File: src/frcr_pkg.sv
// ----------------------------------------------------------------------------
// frcr_pkg
// Shared codes, result type and header byte layout for the framed capture
// ring buffer.
// ----------------------------------------------------------------------------
`default_nettype none

package frcr_pkg;

  // request function codes
  localparam logic [1:0] FUNC_HDR   = 2'd0;
  localparam logic [1:0] FUNC_PAY   = 2'd1;
  localparam logic [1:0] FUNC_DRAIN = 2'd2;

  // result kinds
  localparam logic [1:0] KIND_HDR   = 2'd0;
  localparam logic [1:0] KIND_PAY   = 2'd1;
  localparam logic [1:0] KIND_DRAIN = 2'd2;

  // status codes
  localparam logic [1:0] ST_OK       = 2'd0;
  localparam logic [1:0] ST_NO_SPACE = 2'd1;
  localparam logic [1:0] ST_DISABLED = 2'd2;
  localparam logic [1:0] ST_IGNORED  = 2'd3;

  localparam int FREE_W     = 13;
  localparam int HDR_CNT_W  = 4;
  localparam int HDR_BYTES  = 12;
  localparam logic [HDR_CNT_W-1:0] HDR_LAST = HDR_CNT_W'(HDR_BYTES - 1);

  localparam logic [7:0] MAGIC_0 = 8'h50;
  localparam logic [7:0] MAGIC_1 = 8'h44;
  localparam logic [7:0] MAGIC_2 = 8'h4B;
  localparam logic [7:0] MAGIC_3 = 8'h46;

  typedef struct packed {
    logic [1:0]        kind;
    logic [1:0]        status;
    logic [7:0]        data;
    logic              last;
    logic [31:0]       frames;
    logic [FREE_W-1:0] free;
  } frcr_result_t;

  // byte idx of the 12-byte frame header
  function automatic logic [7:0] hdr_byte(input logic [HDR_CNT_W-1:0] idx,
                                          input logic [31:0] ts,
                                          input logic [7:0] iface,
                                          input logic [7:0] role,
                                          input logic [15:0] len);
    logic [7:0] b;
    case (idx)
      4'd0:    b = MAGIC_0;
      4'd1:    b = MAGIC_1;
      4'd2:    b = MAGIC_2;
      4'd3:    b = MAGIC_3;
      4'd4:    b = ts[7:0];
      4'd5:    b = ts[15:8];
      4'd6:    b = ts[23:16];
      4'd7:    b = ts[31:24];
      4'd8:    b = iface;
      4'd9:    b = role;
      4'd10:   b = len[7:0];
      4'd11:   b = len[15:8];
      default: b = 8'h00;
    endcase
    return b;
  endfunction

endpackage

`default_nettype wire

File: src/frcr_seq.sv
// ----------------------------------------------------------------------------
// frcr_seq
// Request sequencer: admission checks, header serialization, payload store,
// chunked drain and the output register.
// ----------------------------------------------------------------------------
`default_nettype none

module frcr_seq #(
  parameter int RING_DEPTH  = 8192,
  parameter int CHUNK_BYTES = 64,
  parameter int PW          = $clog2(RING_DEPTH)
) (
  input  wire logic                    clk,
  input  wire logic                    rst_n,
  input  wire logic                    cfg_wr_en,
  input  wire logic                    cfg_wr_data,
  input  wire logic                    in_valid,
  output logic                         in_stall,
  input  wire logic [1:0]              in_func,
  input  wire logic [31:0]             in_timestamp,
  input  wire logic [7:0]              in_iface,
  input  wire logic [7:0]              in_role,
  input  wire logic [15:0]             in_frame_length,
  input  wire logic [7:0]              in_payload_byte,
  output logic                         out_valid,
  input  wire logic                    out_stall,
  output frcr_pkg::frcr_result_t       out_res,
  output logic                         ram_we,
  output logic [PW-1:0]                ram_waddr,
  output logic [7:0]                   ram_wdata,
  output logic                         ram_re,
  output logic [PW-1:0]                ram_raddr,
  input  wire logic [7:0]              ram_rdata
);

  import frcr_pkg::*;

  localparam int CW = $clog2(CHUNK_BYTES + 1);
  localparam int FW = (PW > FREE_W) ? PW : FREE_W;

  typedef enum logic [2:0] {
    S_IDLE,
    S_HDR,
    S_EMIT,
    S_DRN_RD,
    S_DRN_OUT
  } state_t;

  state_t state_r, state_nxt;

  logic                 en_r, en_nxt;
  logic [31:0]          frames_r, frames_nxt;
  logic [15:0]          owed_r, owed_nxt;
  logic [PW-1:0]        wp_r, wp_nxt;
  logic [PW-1:0]        rp_r, rp_nxt;
  logic [PW-1:0]        free_r, free_nxt;
  logic                 out_valid_r, out_valid_nxt;
  frcr_result_t         res_r, res_nxt;

  logic [31:0]          ts_r, ts_nxt;
  logic [7:0]           iface_r, iface_nxt;
  logic [7:0]           role_r, role_nxt;
  logic [15:0]          len_r, len_nxt;
  logic [1:0]           kind_r, kind_nxt;
  logic [1:0]           st_r, st_nxt;
  logic [HDR_CNT_W-1:0] hcnt_r, hcnt_nxt;
  logic [CW-1:0]        ccnt_r, ccnt_nxt;
  logic                 fin_r, fin_nxt;

  logic                 slot_free;
  logic [16:0]          need;
  logic [PW-1:0]        rp_inc;
  logic [FW-1:0]        free_ext;
  logic [FREE_W-1:0]    free13;

  function automatic logic [PW-1:0] ptr_inc(input logic [PW-1:0] p);
    return (p == PW'(RING_DEPTH - 1)) ? '0 : p + 1'b1;
  endfunction

  assign slot_free = !out_valid_r || !out_stall;
  assign need      = 17'(HDR_BYTES) + 17'(in_frame_length);
  assign rp_inc    = ptr_inc(rp_r);
  assign free_ext  = FW'(free_r);
  assign free13    = free_ext[FREE_W-1:0];

  always_comb begin
    state_nxt     = state_r;
    en_nxt        = en_r;
    frames_nxt    = frames_r;
    owed_nxt      = owed_r;
    wp_nxt        = wp_r;
    rp_nxt        = rp_r;
    free_nxt      = free_r;
    out_valid_nxt = out_valid_r;
    res_nxt       = res_r;
    ts_nxt        = ts_r;
    iface_nxt     = iface_r;
    role_nxt      = role_r;
    len_nxt       = len_r;
    kind_nxt      = kind_r;
    st_nxt        = st_r;
    hcnt_nxt      = hcnt_r;
    ccnt_nxt      = ccnt_r;
    fin_nxt       = fin_r;
    ram_we        = 1'b0;
    ram_waddr     = wp_r;
    ram_wdata     = 8'h00;
    ram_re        = 1'b0;
    ram_raddr     = rp_r;

    if (out_valid_r && !out_stall) begin
      out_valid_nxt = 1'b0;
    end

    // enabling recording restarts the frame count
    if (cfg_wr_en) begin
      if (!en_r && cfg_wr_data) begin
        frames_nxt = '0;
      end
      en_nxt = cfg_wr_data;
    end

    unique case (state_r)
      S_IDLE: begin
        if (in_valid) begin
          if (in_func == FUNC_HDR) begin
            ts_nxt    = in_timestamp;
            iface_nxt = in_iface;
            role_nxt  = in_role;
            len_nxt   = in_frame_length;
            kind_nxt  = KIND_HDR;
            hcnt_nxt  = '0;
            priority if (!en_r) begin
              st_nxt    = ST_DISABLED;
              state_nxt = S_EMIT;
            end else if (owed_r != '0) begin
              st_nxt    = ST_IGNORED;
              state_nxt = S_EMIT;
            end else if (17'(free_r) < need) begin
              st_nxt    = ST_NO_SPACE;
              state_nxt = S_EMIT;
            end else begin
              state_nxt = S_HDR;
            end
          end else if (in_func == FUNC_PAY) begin
            kind_nxt  = KIND_PAY;
            state_nxt = S_EMIT;
            if (owed_r != '0 && free_r != '0) begin
              ram_we    = 1'b1;
              ram_wdata = in_payload_byte;
              wp_nxt    = ptr_inc(wp_r);
              free_nxt  = free_r - 1'b1;
              owed_nxt  = owed_r - 1'b1;
              st_nxt    = ST_OK;
            end else begin
              st_nxt    = ST_IGNORED;
            end
          end else if (in_func == FUNC_DRAIN) begin
            // empty ring: drop the request without a result
            if (rp_r != wp_r) begin
              ccnt_nxt  = '0;
              state_nxt = S_DRN_RD;
            end
          end
        end
      end

      S_HDR: begin
        ram_we    = 1'b1;
        ram_wdata = hdr_byte(hcnt_r, ts_r, iface_r, role_r, len_r);
        wp_nxt    = ptr_inc(wp_r);
        free_nxt  = free_r - 1'b1;
        hcnt_nxt  = hcnt_r + 1'b1;
        if (hcnt_r == HDR_LAST) begin
          frames_nxt = frames_r + 32'd1;
          owed_nxt   = len_r;
          st_nxt     = ST_OK;
          state_nxt  = S_EMIT;
        end
      end

      S_EMIT: begin
        if (slot_free) begin
          out_valid_nxt  = 1'b1;
          res_nxt.kind   = kind_r;
          res_nxt.status = st_r;
          res_nxt.data   = 8'h00;
          res_nxt.last   = 1'b1;
          res_nxt.frames = frames_r;
          res_nxt.free   = free13;
          state_nxt      = S_IDLE;
        end
      end

      S_DRN_RD: begin
        ram_re    = 1'b1;
        rp_nxt    = rp_inc;
        free_nxt  = free_r + 1'b1;
        fin_nxt   = (ccnt_r == CW'(CHUNK_BYTES - 1)) || (rp_inc == wp_r);
        ccnt_nxt  = ccnt_r + 1'b1;
        state_nxt = S_DRN_OUT;
      end

      S_DRN_OUT: begin
        // hold read data until the output register frees up
        if (slot_free) begin
          out_valid_nxt  = 1'b1;
          res_nxt.kind   = KIND_DRAIN;
          res_nxt.status = ST_OK;
          res_nxt.data   = ram_rdata;
          res_nxt.last   = fin_r;
          res_nxt.frames = frames_r;
          res_nxt.free   = free13;
          state_nxt      = fin_r ? S_IDLE : S_DRN_RD;
        end
      end
    endcase
  end

  always_ff @(posedge clk) begin
    if (!rst_n) begin
      state_r     <= S_IDLE;
      en_r        <= 1'b0;
      frames_r    <= '0;
      owed_r      <= '0;
      wp_r        <= '0;
      rp_r        <= '0;
      free_r      <= PW'(RING_DEPTH - 1);
      out_valid_r <= 1'b0;
    end else begin
      state_r     <= state_nxt;
      en_r        <= en_nxt;
      frames_r    <= frames_nxt;
      owed_r      <= owed_nxt;
      wp_r        <= wp_nxt;
      rp_r        <= rp_nxt;
      free_r      <= free_nxt;
      out_valid_r <= out_valid_nxt;
    end
    res_r   <= res_nxt;
    ts_r    <= ts_nxt;
    iface_r <= iface_nxt;
    role_r  <= role_nxt;
    len_r   <= len_nxt;
    kind_r  <= kind_nxt;
    st_r    <= st_nxt;
    hcnt_r  <= hcnt_nxt;
    ccnt_r  <= ccnt_nxt;
    fin_r   <= fin_nxt;
  end

  assign in_stall  = (state_r != S_IDLE);
  assign out_valid = out_valid_r;
  assign out_res   = res_r;

endmodule

`default_nettype wire

File: config.mk
export PLATFORM = sky130hd
export DESIGN_NAME = frcr_seq
export DESIGN_NICKNAME = d
export VERILOG_FILES = /design/src/frcr_pkg.sv /design/src/frcr_seq.sv
export SDC_FILE = /design/constraint.sdc
export NUM_CORES = 1
export LEC_CHECK = 0
export BUFFER_PORTS_ARGS = -buffer_cell sky130_fd_sc_hd__buf_2
export CAP_MARGIN = 0
export CORE_ASPECT_RATIO = 1.4
export CORE_MARGIN = 5
export CORE_UTILIZATION = 57
export CTS_CLUSTER_SIZE = 20
export DETAILED_ROUTE_END_ITERATION = 10
export PLACE_DENSITY = 0.8
export SLEW_MARGIN = 40
export SYNTH_ARGS = -nofsm -noshare
export SYNTH_HDL_FRONTEND = slang
export SYNTH_SLANG_ARGS = --single-unit
export TNS_END_PERCENT = 10
File: constraint.sdc
create_clock -name clk -period 17.35 [get_ports clk]
set_input_delay 0.8675 -clock clk [delete_from_list [all_inputs] [get_ports clk]]
set_output_delay 0.8675 -clock clk [all_outputs]
set_load 0.02 [all_outputs]
Yosys cells after proc, flatten, opt, wreduce, memory -nomap -nowiden
Cells that the tools add are included.

operators by class
  add/sub/neg operators = 9
  order comparisons = 1
  equality and inequality tests = 37
  muxes and demuxes = 72
  reduce and logical (&&, ||, !) cells = 30

operator list
  operator               count
  $mux 13                10
  $mux 32                4
  $mux 58                2
  $pmux 58 s2            1
  $pmux 8 s12            1
  $mux 16                5
  $add 13x1->13 const B  3
  $pmux 13 s3            1
  $mux 7                 5
  $add 32x1->32 const B  1
  $mux 8                 4
  $pmux 16 s2            1
  $eq 13x13->1 const B   2
  $pmux 13 s2            1
  $mux 2                 12
  $mux 3                 8
  $ne 2x2->1 const B     11
  $reduce_and 6->1       3
  $add 4x16->17 const A  1
  $lt 13x17->1           1
  $eq 4x3->1 const B     4
  $eq 4x4->1 const B     4
  $pmux 8 s2             1
  $reduce_bool 16->1     1
  36 further kinds       62

storage, ports and cells
  bits in registers = 229
  input port bits = 88
  output and inout port bits = 96
  logic and storage cells = 172

Depth between registers and ports, before layout
  depth after elaboration = 8
  gate-level depth with buffers = 13
  gate-level depth less buffers = 13

Worst setup path before layout
Ideal clock, no wire load.

  path type = register to register
  from = reg state_r[1]
  to = reg res_r (netlist bit out_res[0]), enable pin
  setup time = 561 ps
  data arrival time = 5147 ps
  data required time = 16789 ps
  setup slack = 11642 ps
  stages on the path, launching flop included = 4
  buffers on the path = 1
  period minus slack after synthesis = 5708 ps
  path through = dfxtp_1 > clkbuf_1 > xnor2_1 > a211oi_1

between the ends
  longest elaborated chain between the ends = 3
  elaborated cells between the ends (all ways) = 6
  classes of those cells = eq/ne: 4; reduce/logical: 2

RTL lines
  element                                                                  RTL line         source
  start: declaration                                                       frcr_seq.sv:49   state_t state_r, state_nxt;
  start signal: assignment                                                 frcr_seq.sv:231  state_r <= state_nxt;
  $eq 3x2->1 / $eq 3x3->1 (equally long branches)                          frcr_seq.sv:123  unique case (state_r)
  $ne 2x2->1 (no source line) / $reduce_bool 2->1 (equally long branches)  -
  $reduce_and 3->1 (no source line) (*)                                    -
  end signal: assignment                                                   frcr_seq.sv:240  res_r <= res_nxt;
  end: declaration                                                         frcr_seq.sv:58   frcr_result_t res_r, res_nxt;

Every way passes the cells marked *; elsewhere a longest branch is shown, timed or not.
A chain may end at the register's enable or synchronous reset.

Worst setup path after layout
  from = reg state_r[2]
  to = out ram_wdata[4]

between the ends
  longest elaborated chain between the ends = 2
  elaborated cells between the ends (all ways) = 3
  classes of those cells = eq/ne: 1; mux: 1; reduce/logical: 1

RTL lines
  element                                               RTL line         source
  $eq 3x1->1 / $logic_not 3->1 (equally long branches)  frcr_seq.sv:123
  $pmux 8 s2 (*)                                        frcr_seq.sv:123
  end: declaration                                      frcr_seq.sv:30   output logic [7:0] ram_wdata,

Marks and branches as above.

==> results_dict.tcl <==
set metrics [dict create \
    run_status "completed" \
    clock-sinks 229 \
    num_rows 60 \
    fin_cells 1502 \
    fin_skew_ns 0.00986 \
    layout_common_cells "buf_2 (183), edfxtp_1 (137), nor2_1 (114)" \
    drc 0 \
    hpwl_um 19800 \
    cts-hold-fix-buffers 0 \
    coreArea_um2 19300 \
    crit_path_start_kind "register" \
    tightest_slew_ns 0.804 \
    synth_simple_gate_area_share_pct 18.3 \
    die_area_um2 22600 \
    cp_data_arrival_time_ns 3.09 \
    wl_per_cell_um 18.8 \
    syn_avg_cell_area_um2 10.4 \
    synth_fa_ha_area_share_pct 3.86 \
    slew_violations 0 \
    min_from "frames_r[31]" \
    multi_input_area_um2 4970 \
    p_leak_nw 5.03 \
    slew_headroom_pct 46.4 \
    rsz0062_at_grt "no" \
    overflow 0 \
    io_pins 184 \
    grt_max_degree 65 \
    insertion_delay_ns 0.51 \
    drive_above_1_share_pct 21.0 \
    reg2reg_from "state_r[0]" \
    startpoint "state_r[2]" \
    cp.required_ns 16.48 \
    setup_viol 0 \
    powerDensity_nw_per_um2 133 \
    areaGrowthSynthToFinish_pct 17.1 \
    clk_pin_slew_ns 0.07 \
    synth_ff_type "edfxtp_1" \
    vias 9117 \
    synth_top_family_by_area "simple AND/OR/NAND/NOR gates" \
    drv_cap 0 \
    die_w_um 129 \
    dr.pass1.iters 6 \
    dp_cells 1458 \
    min_period_ns 3.96 \
    start_util_pct 58.2 \
    cts_tree "yes" \
    fin_crit_sh_pct 22.8 \
    grt_usage_pct 24.1 \
    synth-xor-area-share_pct 5.23 \
    ys_ff_latch 229 \
    drtAntennaViolNets 0 \
    fmax_mhz 253 \
    cts_setup_buffers 0 \
    vias_per_cell 6.07 \
    yosys_warnings 0 \
    synth_compound_area_share_pct 15.5 \
    synth_cells 1076 \
    critPathCaptureType "primary output" \
    fillCellCount 1503 \
    syn_area_um2 11200 \
    place.port_buffers 183 \
    cts_buffers 23 \
    h-tree-depth 1 \
    final_common_cell "buf_2" \
    synthArstFlopShare_pct 0 \
    ff_latch_area_um2 5960 \
    fin_tns_setup_ns 0 \
    synth_cell_types 80 \
    ir_worst_vdd_mv 0.104 \
    first_iter_violations 835 \
    gp_congestion 0.881 \
    synth.yosys.seq_area_share_pct 53.1 \
    crit_type "register to primary output" \
    grt_pass1_vias 8923 \
    die_h_um 176 \
    final_net_count 1357 \
    cts_root_buf "clkbuf_16" \
    grt_pass1_wl_um 44700 \
    final_hold_viol_count 0 \
    antenna_found_initial 3 \
    synth_edf_count 137 \
    routed_wl_um 28200 \
    crit_fanout 18 \
    cts_buffer_depth 3 \
    post_cts_resized 0 \
    synth_nets 1198 \
    synth_mux_area_share_pct 1.04 \
    min_path_type "register to register" \
]
-- logic make-up (layout without fill, tap and decap cells) --
group,after synthesis,count (layout)
DFF,229,229
muxes,11,11
xor gates and xnor gates,67,67
adders and majority gates,34,34
buffers and inverters,82,257
and+or+nand+nor,397,397
AOI/OAI and AO/OA,256,256
other,0,3
-- Yosys cell counts (14+ instances only) --
master	count	share of area (%)
nand3_1	36	1.6
xor2_1	36	2.8
o211ai_1	14	0.94
nand4_1	20	1.1
o21ai_0	49	2.2
edfxtp_1	137	37
clkbuf_1	45	1.5
xnor2_1	31	2.4
ha_1	33	3.7
nor3_1	24	1.1
nor2_1	115	3.8
a21oi_1	62	2.8
inv_1	22	0.74
nand2_1	88	2.9
and3_1	17	0.95
dfxtp_1	92	16
a22o_1	16	1.2
-- final cells by class --
cell class / count / share of cell area [%]
flip-flops and latches: 229 / 45.3
multi-input cells: 765 / 37.8
repair buffers: 193 / 7.54
clock buffers: 24 / 4.41
well taps: 248 / 2.36
clock inverters: 17 / 1.80
inverters: 23 / 0.657
diodes: 3 / 0.0571
-- critical path, cell delays in order, from the launching register on --
cell and delay (ns):
dfxtp_1 0.45, nor3_1 0.67, nand4b_1 0.27, a211oi_4 0.42
buf_4 0.35, nand2_1 0.09, o21ai_0 0.11, buf_2 0.21
-- flip-flops by register name (all words and copies together), names as in the netlist, 13 cells and up --
signal,cells
out_res,58
frames_r,32
ts_r,32
len_r,16
owed_r,16
free13,13
ram_raddr,13
ram_waddr,13
-- where the power goes --
part	switching [mW]	total (mW)	internal (mW)
logic	0.306	0.494	0.188
clock network	0.208	0.539	0.331
registers	0.0533	0.712	0.659
total	0.567	1.75	1.18
-- final timing paths --
check / end / slack, ns / depth (start not counted)
worst max register to register: free13[12] / 13.42 / 12
worst min register to register: out_res[44] / 0.46 / 0
worst min-delay path: out_res[44] / 0.46 / 0
worst max-delay path: ram_wdata[4] / 13.39 / 7
-- stage by stage --
| step | power [mW] | util [%] | cell area [um^2] | worst slack (ns) | hold slack [ns] |
|---|---|---|---|---|---|
| after global placement | 1.20 | 63.8 | 12300 | 13.56 | 0.452 |
| after detailed placement | 1.21 | 63.8 | 12300 | 13.45 | 0.448 |
| after floorplan | 1.08 | - | 11200 | 11.64 | 0.424 |
| after global routing | 1.84 | 68.1 | 13100 | 13.08 | 0.484 |
| after CTS | 1.75 | 68.0 | 13100 | 13.43 | 0.468 |
| final | 1.75 | 68.1 | 13100 | 13.39 | 0.459 |
-- metal layers --
metal  part of all wire (%)  up-vias  global-route usage, %  routed length, um
met3                    5.7       82                   3.15               1600
met4                    4.1        0                   10.1               1170
li1                       -     4332                      -                  -
met5                      0        -                      0                  0
met2                     52      323                   43.7              14700
met1                     38     4380                   28.5              10800
(Power assumes the default switching activity.)
